### src/rtl/snt_pkg.sv
// ----------------------------------------------------------------------------
// snt_pkg
// Shared widths, op codes and cell control type for the sorted neighbor table.
// ----------------------------------------------------------------------------
package snt_pkg;

    localparam int ID_W        = 8;
    localparam int PWR_W       = 3;
    localparam int OP_W        = 3;
    localparam int TABLE_DEPTH = 8;

    localparam logic [PWR_W-1:0] MAX_POWER = 3'd4;

    // op codes
    localparam logic [OP_W-1:0] OP_PING   = 3'd0;
    localparam logic [OP_W-1:0] OP_ACK    = 3'd1;
    localparam logic [OP_W-1:0] OP_LOOKUP = 3'd2;
    localparam logic [OP_W-1:0] OP_REMOVE = 3'd3;
    localparam logic [OP_W-1:0] OP_CLEAR  = 3'd4;

    // control broadcast to every cell of one table
    typedef struct packed {
        logic             ins;   // insert key unless already present
        logic             rm;    // remove front entry, shift toward front
        logic             clr;   // clear all entries
        logic             asc;   // 1: ascending order, 0: descending
        logic [ID_W-1:0]  key;
        logic [PWR_W-1:0] pwr;
    } ctl_t;

endpackage

### src/rtl/sorted_neighbour_table.sv
// ----------------------------------------------------------------------------
// sorted_neighbour_table
// Upper and lower sorted neighbor tables with ping/ack insert, light-on
// lookup, nearest removal and clear.
// ----------------------------------------------------------------------------
//  channel   | handshake          | payload
//  ----------+--------------------+----------------------------------------------
//  config    | cfg_we             | cfg_wdata (node id)
//  command   | start, busy        | op, source_id, dest_id, power_level, side
//  result    | result_valid       | send_ack, ack_power, found, inserted,
//            |                    | nearest_upper, nearest_lower
//
//  One item per cycle; each result shows in the cycle after its item is taken.
//  The cell row updates on each accepted item, so busy is always low.
//  Reset clears both tables, node id and the result strobe.
//  The receiver cannot stall: each result is shown on result_valid for exactly one cycle.
// ----------------------------------------------------------------------------
module sorted_neighbour_table
#(
    parameter int TABLE_DEPTH = snt_pkg::TABLE_DEPTH
)
(
    input  logic                      clk,
    input  logic                      rst_n,
    // config
    input  logic                      cfg_we,
    input  logic [snt_pkg::ID_W-1:0]  cfg_wdata,
    // command
    input  logic                      start,
    output logic                      busy,
    input  logic [snt_pkg::OP_W-1:0]  op,
    input  logic [snt_pkg::ID_W-1:0]  source_id,
    input  logic [snt_pkg::ID_W-1:0]  dest_id,
    input  logic [snt_pkg::PWR_W-1:0] power_level,
    input  logic                      side,
    // result
    output logic                      result_valid,
    output logic                      send_ack,
    output logic [snt_pkg::PWR_W-1:0] ack_power,
    output logic                      found,
    output logic                      inserted,
    output logic [snt_pkg::ID_W-1:0]  nearest_upper,
    output logic [snt_pkg::ID_W-1:0]  nearest_lower
);

    logic [snt_pkg::ID_W-1:0]  node_id_reg;
    logic                      valid_reg;
    logic                      send_ack_reg;
    logic                      send_ack_next;
    logic [snt_pkg::PWR_W-1:0] ack_power_reg;
    logic [snt_pkg::PWR_W-1:0] ack_power_next;
    logic                      found_reg;
    logic                      found_next;
    logic                      inserted_reg;
    logic                      inserted_next;

    logic                      accept;
    logic                      up;
    logic                      src_ok;
    logic                      is_ins;
    logic [snt_pkg::PWR_W-1:0] pwr_sat;
    snt_pkg::ctl_t             ctl_up;
    snt_pkg::ctl_t             ctl_lo;
    logic                      f_up;
    logic                      f_lo;
    logic [snt_pkg::PWR_W-1:0] fpw_up;
    logic [snt_pkg::PWR_W-1:0] fpw_lo;
    logic                      ins_up;
    logic                      ins_lo;
    logic                      hit;
    logic [snt_pkg::PWR_W-1:0] hit_pw;
    logic                      hit_ins;

    assign busy   = 1'b0;
    assign accept = start & ~busy;

    // command decode
    assign up      = source_id > node_id_reg;
    assign src_ok  = source_id != '0;
    assign is_ins  = (op == snt_pkg::OP_PING) || (op == snt_pkg::OP_ACK);
    assign pwr_sat = (power_level > snt_pkg::MAX_POWER) ? snt_pkg::MAX_POWER
                                                        : power_level;

    always_comb
    begin
        ctl_up.ins = accept & is_ins & src_ok & up;
        ctl_up.rm  = accept & (op == snt_pkg::OP_REMOVE) & side;
        ctl_up.clr = accept & (op == snt_pkg::OP_CLEAR);
        ctl_up.asc = 1'b1;
        ctl_up.key = source_id;
        ctl_up.pwr = pwr_sat;

        ctl_lo.ins = accept & is_ins & src_ok & ~up;
        ctl_lo.rm  = accept & (op == snt_pkg::OP_REMOVE) & ~side;
        ctl_lo.clr = accept & (op == snt_pkg::OP_CLEAR);
        ctl_lo.asc = 1'b0;
        ctl_lo.key = source_id;
        ctl_lo.pwr = pwr_sat;
    end

    snt_table #(.TABLE_DEPTH(TABLE_DEPTH)) u_upper
    (
        .clk      (clk),
        .rst_n    (rst_n),
        .ctl      (ctl_up),
        .found    (f_up),
        .found_pw (fpw_up),
        .inserted (ins_up),
        .head_id  (nearest_upper)
    );

    snt_table #(.TABLE_DEPTH(TABLE_DEPTH)) u_lower
    (
        .clk      (clk),
        .rst_n    (rst_n),
        .ctl      (ctl_lo),
        .found    (f_lo),
        .found_pw (fpw_lo),
        .inserted (ins_lo),
        .head_id  (nearest_lower)
    );

    assign hit     = up ? f_up : f_lo;
    assign hit_pw  = up ? fpw_up : fpw_lo;
    assign hit_ins = up ? ins_up : ins_lo;

    // result flags
    always_comb
    begin
        send_ack_next  = 1'b0;
        ack_power_next = '0;
        found_next     = 1'b0;
        inserted_next  = 1'b0;
        if (src_ok)
        begin
            case (op)
                snt_pkg::OP_PING:
                begin
                    send_ack_next  = 1'b1;
                    found_next     = hit;
                    ack_power_next = hit ? hit_pw : pwr_sat;
                    inserted_next  = hit_ins;
                end
                snt_pkg::OP_ACK:
                begin
                    found_next    = hit;
                    inserted_next = hit_ins;
                end
                snt_pkg::OP_LOOKUP:
                begin
                    if (dest_id == node_id_reg)
                    begin
                        send_ack_next  = 1'b1;
                        found_next     = hit;
                        ack_power_next = hit ? hit_pw : '0;
                    end
                end
                default:
                begin
                    send_ack_next = 1'b0;
                end
            endcase
        end
    end

    // config and control registers
    always_ff @(posedge clk or negedge rst_n)
    begin
        if (!rst_n)
        begin
            node_id_reg <= '0;
            valid_reg   <= 1'b0;
        end
        else
        begin
            if (cfg_we)
            begin
                node_id_reg <= cfg_wdata;
            end
            valid_reg <= accept;
        end
    end

    // result payload
    always_ff @(posedge clk)
    begin
        if (accept)
        begin
            send_ack_reg  <= send_ack_next;
            ack_power_reg <= ack_power_next;
            found_reg     <= found_next;
            inserted_reg  <= inserted_next;
        end
    end

    assign result_valid = valid_reg;
    assign send_ack     = send_ack_reg;
    assign ack_power    = ack_power_reg;
    assign found        = found_reg;
    assign inserted     = inserted_reg;

endmodule

### src/rtl/snt_cell.sv
// ----------------------------------------------------------------------------
// snt_cell
// One table slot: holds an id and power, compares against the key and takes
// its neighbor's entry on a shift.
// ----------------------------------------------------------------------------
module snt_cell
(
    input  logic                      clk,
    input  logic                      rst_n,
    input  snt_pkg::ctl_t             ctl,
    input  logic                      ins_en,      // insert allowed (key not found)
    // neighbor toward the front
    input  logic                      prev_cond,
    input  logic [snt_pkg::ID_W-1:0]  prev_id,
    input  logic [snt_pkg::PWR_W-1:0] prev_pw,
    // neighbor toward the back
    input  logic [snt_pkg::ID_W-1:0]  nxt_id,
    input  logic [snt_pkg::PWR_W-1:0] nxt_pw,
    // match accumulation along the row
    input  logic                      found_in,
    input  logic [snt_pkg::PWR_W-1:0] fpw_in,
    output logic                      found_out,
    output logic [snt_pkg::PWR_W-1:0] fpw_out,
    // this slot
    output logic                      cond,
    output logic [snt_pkg::ID_W-1:0]  id,
    output logic [snt_pkg::PWR_W-1:0] pw
);

    logic [snt_pkg::ID_W-1:0]  id_reg;
    logic [snt_pkg::ID_W-1:0]  id_next;
    logic [snt_pkg::PWR_W-1:0] pw_reg;
    logic [snt_pkg::PWR_W-1:0] pw_next;
    logic                      match;

    // key goes at or before this slot
    assign cond  = (id_reg == '0) ||
                   (ctl.asc ? (ctl.key < id_reg) : (ctl.key > id_reg));
    assign match = (id_reg == ctl.key);

    assign found_out = found_in | match;
    assign fpw_out   = fpw_in | (match ? pw_reg : '0);

    // slot update
    always_comb
    begin
        id_next = id_reg;
        pw_next = pw_reg;
        if (ctl.clr)
        begin
            id_next = '0;
            pw_next = '0;
        end
        else if (ctl.rm)
        begin
            id_next = nxt_id;
            pw_next = nxt_pw;
        end
        else if (ctl.ins && ins_en)
        begin
            if (prev_cond)
            begin
                id_next = prev_id;
                pw_next = prev_pw;
            end
            else if (cond)
            begin
                id_next = ctl.key;
                pw_next = ctl.pwr;
            end
        end
    end

    always_ff @(posedge clk or negedge rst_n)
    begin
        if (!rst_n)
        begin
            id_reg <= '0;
            pw_reg <= '0;
        end
        else
        begin
            id_reg <= id_next;
            pw_reg <= pw_next;
        end
    end

    assign id = id_reg;
    assign pw = pw_reg;

endmodule

### src/rtl/snt_table.sv
// ----------------------------------------------------------------------------
// snt_table
// A row of cells forming one sorted, front-packed table.
// ----------------------------------------------------------------------------
module snt_table
#(
    parameter int TABLE_DEPTH = snt_pkg::TABLE_DEPTH
)
(
    input  logic                      clk,
    input  logic                      rst_n,
    input  snt_pkg::ctl_t             ctl,
    output logic                      found,
    output logic [snt_pkg::PWR_W-1:0] found_pw,
    output logic                      inserted,
    output logic [snt_pkg::ID_W-1:0]  head_id
);

    logic                      cond_w   [TABLE_DEPTH];
    logic [snt_pkg::ID_W-1:0]  id_w     [TABLE_DEPTH];
    logic [snt_pkg::PWR_W-1:0] pw_w     [TABLE_DEPTH];
    logic                      found_w  [TABLE_DEPTH+1];
    logic [snt_pkg::PWR_W-1:0] fpw_w    [TABLE_DEPTH+1];
    logic                      ins_en;

    assign found_w[0] = 1'b0;
    assign fpw_w[0]   = '0;
    assign found      = found_w[TABLE_DEPTH];
    assign found_pw   = fpw_w[TABLE_DEPTH];
    assign ins_en     = ~found;

    // table is packed and sorted, so the back slot's cond says a place exists
    assign inserted   = ctl.ins & ins_en & cond_w[TABLE_DEPTH-1];
    assign head_id    = id_w[0];

    for (genvar i = 0; i < TABLE_DEPTH; i++)
    begin : g_cell
        logic                      p_cond;
        logic [snt_pkg::ID_W-1:0]  p_id;
        logic [snt_pkg::PWR_W-1:0] p_pw;
        logic [snt_pkg::ID_W-1:0]  n_id;
        logic [snt_pkg::PWR_W-1:0] n_pw;

        if (i == 0)
        begin : g_front
            assign p_cond = 1'b0;
            assign p_id   = '0;
            assign p_pw   = '0;
        end
        else
        begin : g_mid
            assign p_cond = cond_w[i-1];
            assign p_id   = id_w[i-1];
            assign p_pw   = pw_w[i-1];
        end

        if (i == TABLE_DEPTH - 1)
        begin : g_back
            assign n_id = '0;
            assign n_pw = '0;
        end
        else
        begin : g_inner
            assign n_id = id_w[i+1];
            assign n_pw = pw_w[i+1];
        end

        snt_cell u_cell
        (
            .clk       (clk),
            .rst_n     (rst_n),
            .ctl       (ctl),
            .ins_en    (ins_en),
            .prev_cond (p_cond),
            .prev_id   (p_id),
            .prev_pw   (p_pw),
            .nxt_id    (n_id),
            .nxt_pw    (n_pw),
            .found_in  (found_w[i]),
            .fpw_in    (fpw_w[i]),
            .found_out (found_w[i+1]),
            .fpw_out   (fpw_w[i+1]),
            .cond      (cond_w[i]),
            .id        (id_w[i]),
            .pw        (pw_w[i])
        );
    end

endmodule

### config.mk
export PLATFORM = sky130hd
export DESIGN_NAME = sorted_neighbour_table
export DESIGN_NICKNAME = d
export VERILOG_FILES = /design/src/rtl/snt_pkg.sv /design/src/rtl/sorted_neighbour_table.sv /design/src/rtl/snt_cell.sv /design/src/rtl/snt_table.sv
export SDC_FILE = /design/constraint.sdc
export NUM_CORES = 1
export LEC_CHECK = 0
export BUFFER_PORTS_ARGS = -buffer_cell sky130_fd_sc_hd__buf_2
export CORE_ASPECT_RATIO = 0.9
export CORE_MARGIN = 4
export CORE_UTILIZATION = 52
export CTS_BUF_LIST = sky130_fd_sc_hd__clkbuf_2 sky130_fd_sc_hd__clkbuf_4 sky130_fd_sc_hd__clkbuf_8
export DETAILED_ROUTE_END_ITERATION = 7
export GPL_TIMING_DRIVEN = 0
export HOLD_SLACK_MARGIN = 0.06
export PLACE_DENSITY_LB_ADDON = 0.05
export SKIP_LAST_GASP = 1
export SLEW_MARGIN = 20
export SYNTH_ARGS = -nofsm -noshare
export SYNTH_HDL_FRONTEND = slang
export SYNTH_SLANG_ARGS = --single-unit
### constraint.sdc
create_clock -name clk -period 5.55 [get_ports clk]
set_input_delay 0.2775 -clock clk [delete_from_list [all_inputs] [get_ports clk]]
set_output_delay 0.2775 -clock clk [all_outputs]
set_load 0.005 [all_outputs]
* After elaboration in Yosys (flattened, before gate mapping)
Index checks and enable logic that the tools add are counted.
** Word-level totals
- Memory bits (writable) :: 0
- Flip-flop bits (word level) :: 191
- Logic and storage cells :: 378
- Latch bits :: 0
- Memory bits (read-only) :: 0
- Memories :: 0
** Cells by class
- Reductions and logical operators :: 73
- Shifts and indexed selects :: 0
- $add $sub $neg :: 0
- Eq/ne operators :: 21
- Div/mod/pow operators :: 0
- Muxes and demuxes :: 184
- Multiply operators :: 0
- Bitwise gates (word level) :: 44
- $lt $le $gt $ge :: 18
** Operator list (count)
- 2-to-1 mux 8 bit :: 78
- 2-to-1 mux 3 bit :: 99
- == test 8 bit :: 17
- zero test 8 bit :: 16
- > comparator 8 bit :: 9
- less-than comparator 8 bit :: 8
- nonzero test 4 bit :: 14
- OR 3 bit :: 14
- AND reduction 2 bit :: 17
- logical OR 1 bit :: 17
- OR 1 bit :: 14
- AND 1 bit :: 12
- nonzero test 3 bit :: 4
- nonzero test 8 bit :: 1
- == test 3 x 2 -> 1 bit, second input constant :: 2
- one-hot mux 3 bit (2 select lines) :: 1
- 2-to-1 mux 1 bit :: 4
- inverter 1 bit :: 4
- one-hot mux 1 bit (2 select lines) :: 2
- == test 3 x 1 -> 1 bit, second input constant :: 1
- == test 3 bit, second input constant :: 1
- > comparator 3 bit, second input constant :: 1
- zero test 3 bit :: 1
- logical AND 1 bit :: 2
- OR reduction 2 bit :: 1

* Logic depth before layout (Yosys ltp)
Gate-level depths: netlist of the first run.
- Word-level depth :: 13
- Gate-level depth with buffers :: 12

* Modules after synthesis
From an unflattened synthesis of the first run, not the netlist that was laid out.
** Unflattened totals
- Cells, all modules :: 2439
- Area, all modules :: 20293.2 um^2
** Modules (own cells, without submodules)
- snt_cell at u_lower.g_cell[0].u_cell ... :: cells each 145, area each 1198.6 um^2, times used 10, sequential area each 275.3 um^2
- snt_cell at u_upper.g_cell[2].u_cell ... :: cells each 145, area each 1199.9 um^2, times used 6, sequential area each 275.3 um^2
- sorted_neighbour_table :: cells each 113, area each 1074.8 um^2, times used 1, sequential area each 405.4 um^2
- snt_table :: cells each 3, area each 16.3 um^2, times used 2, sequential area each 0.0 um^2

* Worst setup path before layout of the first run
No wires, ideal clock.
- Path type :: input -> register
- Start :: input source_id[0] (netlist bit)
- End :: register u_upper.g_cell[0].u_cell.id_reg (netlist bit u_upper.g_cell[0].u_cell.id[0])
- Arrival :: 2885 ps
- Setup slack :: 2537 ps
- Setup time :: 128 ps
- Cell stages on the path :: 12
- Data required time :: 5422 ps
- Path through :: buf_2 buf_1 inv_1 ha_1 nand4_1 nor3_1 nor4_1 nand2_1 nor3_4 a21o_1 buf_4 mux2_1
** Between the ends
- Cells in the longest elaborated chain, start to end :: 12
- Elaborated cells between the ends (all ways) :: 30
- Classes of those cells :: 2 x order compare; 8 x eq/ne; 4 x mux; 10 x bitwise; 6 x reduce/logical
** RTL lines
- start: declaration :: line sorted_neighbour_table.sv:32 : input logic [snt_pkg::ID_W-1:0] source_id,
- == test 8 bit :: line snt_cell.sv:39 : assign match = (id_reg == ctl.key);
- OR 1 bit (7 in series) :: line snt_cell.sv:41 : assign found_out = found_in | match;
- inverter 1 bit :: line snt_table.sv:30 : assign ins_en = ~found;
- logical AND 1 bit :: line snt_cell.sv:59 : else if (ctl.ins && ins_en)
- nonzero test 3 bit (no line)
- AND reduction 2 bit (no line)
- end signal: assignment :: line snt_cell.sv:83 : id_reg <= id_next;
- end: declaration :: line snt_cell.sv:30 : logic [snt_pkg::ID_W-1:0] id_reg;
Parallel ways exist; a longest one is shown, timed or not. The select of a mux whose other input is x is not followed.
A chain may end at the register's enable or synchronous reset.

* Worst setup path after layout of the first run
- Start :: input source_id[0] (netlist bit)
- End :: register u_upper.g_cell[6].u_cell.id_reg (netlist bit u_upper.g_cell[6].u_cell.id[7])
** Between the ends
- Cells in the longest elaborated chain, start to end :: 12
- Elaborated cells between the ends (all ways) :: 32
- Classes of those cells :: 3 x order compare; 8 x eq/ne; 4 x mux; 10 x bitwise; 7 x reduce/logical
** RTL lines (line)
- == test 8 bit :: snt_cell.sv:39
- OR 1 bit (7 in series) :: snt_cell.sv:41
- inverter 1 bit :: snt_table.sv:30
- logical AND 1 bit :: snt_cell.sv:59
- nonzero test 3 bit (no line)
- AND reduction 2 bit (no line)
- end signal: assignment :: snt_cell.sv:83
- end: declaration :: snt_cell.sv:30
Parallel ways exist; a longest one is shown, timed or not. The select of a mux whose other input is x is not followed.

==> flow_summary.ini, run 1 <==
[yosys]
ys.flop_type = dfrtp_1
yosysSeqAreaShare = 0.315
synth_area_um2 = 15300
syn_avg_cell_area_um2 = 9.36
synth_edf_count = 6
yosysWarnings = 0
postSynthCellCount = 1631
ys_seq_elements = 191
ys_async_sr_fraction = 0.969
yosysUniqueCellTypes = 58
syn_nets = 1802

[die]
die-area_um2 = 32200
io_pins = 59
core_um2 = 28900
initial_core_util = 0.527
die-width_um = 189
placementRows = 59
fp.dieH_um = 171

[routing]
first_pass_iters = 8
wl_mm = 51.7
drc = 0
wl_per_cell_um = 24.3
vias = 13800
drt.antenna.violating_nets = 0
viasPerCell = 6.49
drt-initial-drc-count = 1525

[cts]
clk_path_buf_depth = 2
cts_buffers = 17
clock_sinks = 191
cts_tree = done
cts-root-buf = clkbuf_8
clk_pin_slew_ns = 0.10
cts-resized-gates = 0
clock_latency_ns = 0.50
h-tree-depth = 4
postCtsSetupRepairBufs = 0

[sta]
setup_violations = 0
drv_slew = 0
tightest_slew_ns = 1.28
rsz0062_at_grt = no
period_needed_ns = 3.87
clock_skew_ns = 0.0262
hold_viol = 0
maxSlewHeadroom = 0.147
timing.fmax_mhz = 259
fin_crit_sh = 0.697
tns_ns = 0

[power]
ir_worst_vdd_uv = 246
leakage_nw = 7.68
powerDensity_nw_per_um2 = 509

[critical_path]
worstPathMaxFanout = 17
path_cells = buf_2, buf_1, inv_2, ha_1, nand4_1, nor3_1, nor4_1, nand2_1, nor3_4, a21oi_2, buf_6, mux2_1
crit_arrival_ns = 4.24
path_class = in -> reg
cp_slowest_cell = nor3_1
crit_path_start_kind = input pin
endpoint_kind = flip-flop
worst-endpoint-required_ns = 5.92
slowest_delay_ns = 0.82

[grt]
antenna_found_initial = 0
grt_pass1_wl_mm = 79.6
grt_max_degree = 89
groute.usage.overall = 0.319
grt_pass1_vias = 13100
grt-ovfl-total = 0

[final_layout]
instances_no_fill = 2126
fin_nets = 1889
antennaDiodeCount = 0
postLayoutCoreUtil = 0.575
fin_area_um2 = 16700
drive_gt1_frac = 0.139
final_cell_mix = dfrtp_1 (185), a21oi_1 (152), ha_1 (136)
area_growth_pct = 9.12
mostFrequentLayoutCell = dfrtp_1

[placement]
dpl.hpwl_mm = 37.3
dp_cells = 2084
port_buffers = 55
gp_congestion = 0.921
place_area_um2 = 16100

[min_path]
hp-class = in -> reg

[job]
maxCapViolations = 0

[status]
status = finished, final reports clean
[worst max-delay path, delay by kind of cell]
kind / cells / cell delay, ns
AOI/OAI and AO/OA: 1 / 0.20
adders and majority gates: 1 / 0.44
buffers and inverters: 4 / 1.56
muxes: 1 / 0.35
and+or+nand+nor: 5 / 1.38
[report_power, final]
part | total, mW | switching [mW] | internal [mW]
clock network | 1.08 | 0.557 | 0.522
logic | 4.52 | 2.33 | 2.19
registers | 2.88 | 0.868 | 2.01
[area by class of cell]
cell class,count,area (um^2)
fill,2627,12300
multi-input combinational,1200,9430
sequential,191,4810
buffer,109,526
tap,396,495
inverter,131,492
timing repair buffer,68,450
clock buffer,20,269
clock inverter,11,176
[per-stage QoR]
step                hold slack (ns)  setup WS [ns]  total power, mW
floorplan                   -0.0181           2.54             6.03
global placement              0.494          0.847             7.16
detailed placement            0.151           1.28             7.30
CTS                          0.0605           1.77             8.39
global route                 0.0611           1.55             9.10
finish                       0.0829           1.68             8.48
[cell usage after synthesis (18+ instances only)]
| cell type | n | area [um^2] |
|---|---|---|
| nor2b_1 | 19 | 119 |
| a22oi_1 | 24 | 180 |
| a21oi_1 | 152 | 761 |
| mux2_4 | 66 | 991 |
| o21a_1 | 18 | 135 |
| clkbuf_1 | 56 | 210 |
| nor4_1 | 41 | 257 |
| o211ai_1 | 55 | 413 |
| mux2_2 | 24 | 270 |
| o21ai_0 | 107 | 536 |
| nand4_1 | 39 | 244 |
| inv_1 | 130 | 488 |
| a221o_1 | 42 | 420 |
| nand2_1 | 132 | 495 |
| buf_2 | 23 | 115 |
| ha_1 | 136 | 1700 |
| nor2_1 | 35 | 131 |
| mux2_1 | 31 | 349 |
| dfrtp_1 | 185 | 4630 |
| mux2i_1 | 133 | 1330 |
[layer usage]
metal  share of wire  track usage  vias up
met1            0.47        0.485     6793
met2            0.41        0.458      691
met3            0.10       0.0769       62
met4           0.021       0.0760        0
li1                -            -     6243
met5               0            0        -
[path summary, 6_finish.rpt]
| path | start | to | slack, ns | depth (start not counted) |
|---|---|---|---|---|
| max reg2reg | u_upper.g_cell[5].u_cell.id[6] | u_upper.g_cell[6].u_cell.id[7] | 2.38 | 10 |
| min in group asynchronous | rst_n | u_upper.g_cell[0].u_cell.id[6] | 0.22 | 2 |
| min reg2reg | u_lower.g_cell[7].u_cell.pw[1] | u_lower.g_cell[7].u_cell.pw[1] | 0.53 | 1 |
| min | start | result_valid | 0.08 | 1 |
| max | source_id[0] | u_upper.g_cell[6].u_cell.id[7] | 1.68 | 12 |
| max in group asynchronous | rst_n | u_lower.g_cell[7].u_cell.id[7] | 4.57 | 3 |
[timing repair]
action | CTS | global route
hold buffers | 11 | 0
setup endpoints to repair | 0 | 0
hold endpoints to repair | 187 | 0
[logic make-up (layout without fill, tap and decap cells)]
logic type	count (synthesis)	count (layout)	synth area share
compound gates	483	483	0.204
simple gates	318	318	0.105
mux	254	254	0.193
buf+inv	240	339	0.0667
flops	191	191	0.315
fa+ha+maj	136	136	0.112
xor+xnor	8	8	0.00459
other cells	1	1	0.000246
(Power assumes the default switching activity.)
==> inputs of run 2 (changes only) <==
==> constraint.sdc (replaced) <==
create_clock -name clk -period 3.8 [get_ports clk]
set_input_delay 0.19 -clock clk [delete_from_list [all_inputs] [get_ports clk]]
set_output_delay 0.19 -clock clk [all_outputs]
set_load 0.005 [all_outputs]
==> flow_summary.ini, run 2 (synthesis results as in run 1) <==
[final_layout]
mostFrequentLayoutCell = dfrtp_1
final_cell_mix = dfrtp_1 (185), a21oi_1 (152), ha_1 (136)
multiInputGateArea_um2 = 9430
fin_area_um2 = 16700
fin_nets = 1892
regArea_um2 = 4810
area_growth_pct = 9.36
drive_gt1_frac = 0.139
antennaDiodeCount = 0
n_fill_cell = 2622

[routing]
drc = 0
wl_mm = 51.8
drt-initial-drc-count = 1600
vias = 13700
viasPerCell = 6.46
drt.antenna.violating_nets = 0
wl_per_cell_um = 24.3
first_pass_iters = 8

[grt]
grt_pass1_vias = 13100
antenna_found_initial = 0
groute.usage.overall = 0.319
grt_max_degree = 89
grt-ovfl-total = 0
grt_pass1_wl_mm = 79.7

[die]
fp.dieH_um = 171
die-width_um = 189
die-area_um2 = 32200
core_um2 = 28900
placementRows = 59
initial_core_util = 0.527
io_pins = 59

[sta]
tns_ns = 0
drv_slew = 0
setup_violations = 0
clock_skew_ns = 0.0273
setup_ws_ns = 0.425
maxSlewHeadroom = 0.144
rsz0062_at_grt = no
period_needed_ns = 3.38
hold_viol = 0
whs_ns = 0.103
fin_crit_sh = 0.888
tightest_slew_ns = 1.28
timing.fmax_mhz = 296

[cts]
cts_buffers = 17
cts-root-buf = clkbuf_8
clock_sinks = 191
clk_pin_slew_ns = 0.10
clk_path_buf_depth = 2
clock_latency_ns = 0.49
h-tree-depth = 4
cts_tree = done

[critical_path]
worstPathMaxFanout = 18
cp_slowest_cell = nor3_1
endpoint_kind = flip-flop
crit_arrival_ns = 3.74
path_buf_inv = 3
worst-endpoint-required_ns = 4.16
cp_top_family = simple AND/OR/NAND/NOR gates
crit_path_start_kind = input pin
path_class = in -> reg
path_cells = buf_2, inv_2, ha_1, nand4_1, nor3_1, nor4_1, nand2_1, nor3_4, a21oi_2, buf_6, mux2_1
slowest_delay_ns = 0.84

[placement]
dpl.hpwl_mm = 37.3
place_area_um2 = 16100
dpl_worst_slack_ns = -0.384
port_buffers = 55
gp_congestion = 0.921

[power]
ir_worst_vdd_uv = 361
leakage_nw = 7.70
powerDensity_nw_per_um2 = 742
power_mw = 12.4

[min_path]
hp-class = in -> reg

[status]
status = finished, final reports clean

[job]
maxCapViolations = 0
[run 2: cell types whose count changed in the layout (fill, tap and decap cells not counted), sizes merged]
cell,previous run,this run
dlygate4sd3,11,15
buf,109,108
[run 2: what timing repair did]
action | 4_1_cts | 5_1_grt
endpoints found under the hold margin | 194 | 0
setup endpoints to repair | 0 | 60
gates resized for setup | 0 | 0
hold buffers | 15 | 0
buffers inserted | 0 | 0
[run 2: final timing paths]
check / start / endpoint / slack [ns] / cells past startpoint
setup / recovery: source_id[0] / u_upper.g_cell[6].u_cell.id[7] / 0.42 / 11
setup reg to reg: u_upper.g_cell[5].u_cell.id[7] / u_upper.g_cell[6].u_cell.id[7] / 0.59 / 10
hold reg to reg: u_lower.g_cell[7].u_cell.pw[1] / u_lower.g_cell[7].u_cell.pw[1] / 0.54 / 1
min in group asynchronous: rst_n / u_upper.g_cell[0].u_cell.id[6] / 0.14 / 2
hold / removal: op[1] / send_ack / 0.10 / 2
max in group asynchronous: rst_n / u_lower.g_cell[7].u_cell.id[7] / 2.88 / 3
[run 2: power breakdown]
part	switching, mW	internal [mW]	leakage, nW
logic	3.40	3.21	5.14
registers	1.26	2.94	2.34
clock network	0.812	0.763	0.212
total	5.47	6.91	7.70
[run 2: area by class of cell]
cell class                      instances  share of cell area
Multi-Input combinational cell       1200               0.565
Sequential cell                       191               0.288
Buffer                                108              0.0313
Tap cell                              396              0.0297
Inverter                              131              0.0295
Timing Repair Buffer                   72              0.0294
Clock buffer                           20              0.0161
Clock inverter                         11              0.0106
[run 2: through the flow]
| stage | util | std cells |
|---|---|---|
| after global routing | 0.577 | 2129 |
| after global placement | 0.554 | 2082 |
| after CTS | 0.577 | 2130 |
| after detailed placement | 0.556 | 2084 |
| after floorplan | - | 1631 |
| final | 0.577 | 2129 |
[run 2: per-layer routing]
metal / GRT usage / up-vias / routed length, um
li1: - / 6244 / -
met1: 0.486 / 6788 / 24300
met2: 0.459 / 646 / 21400
met3: 0.0769 / 66 / 5100
met4: 0.0760 / 0 / 1050
met5: 0 / - / 0
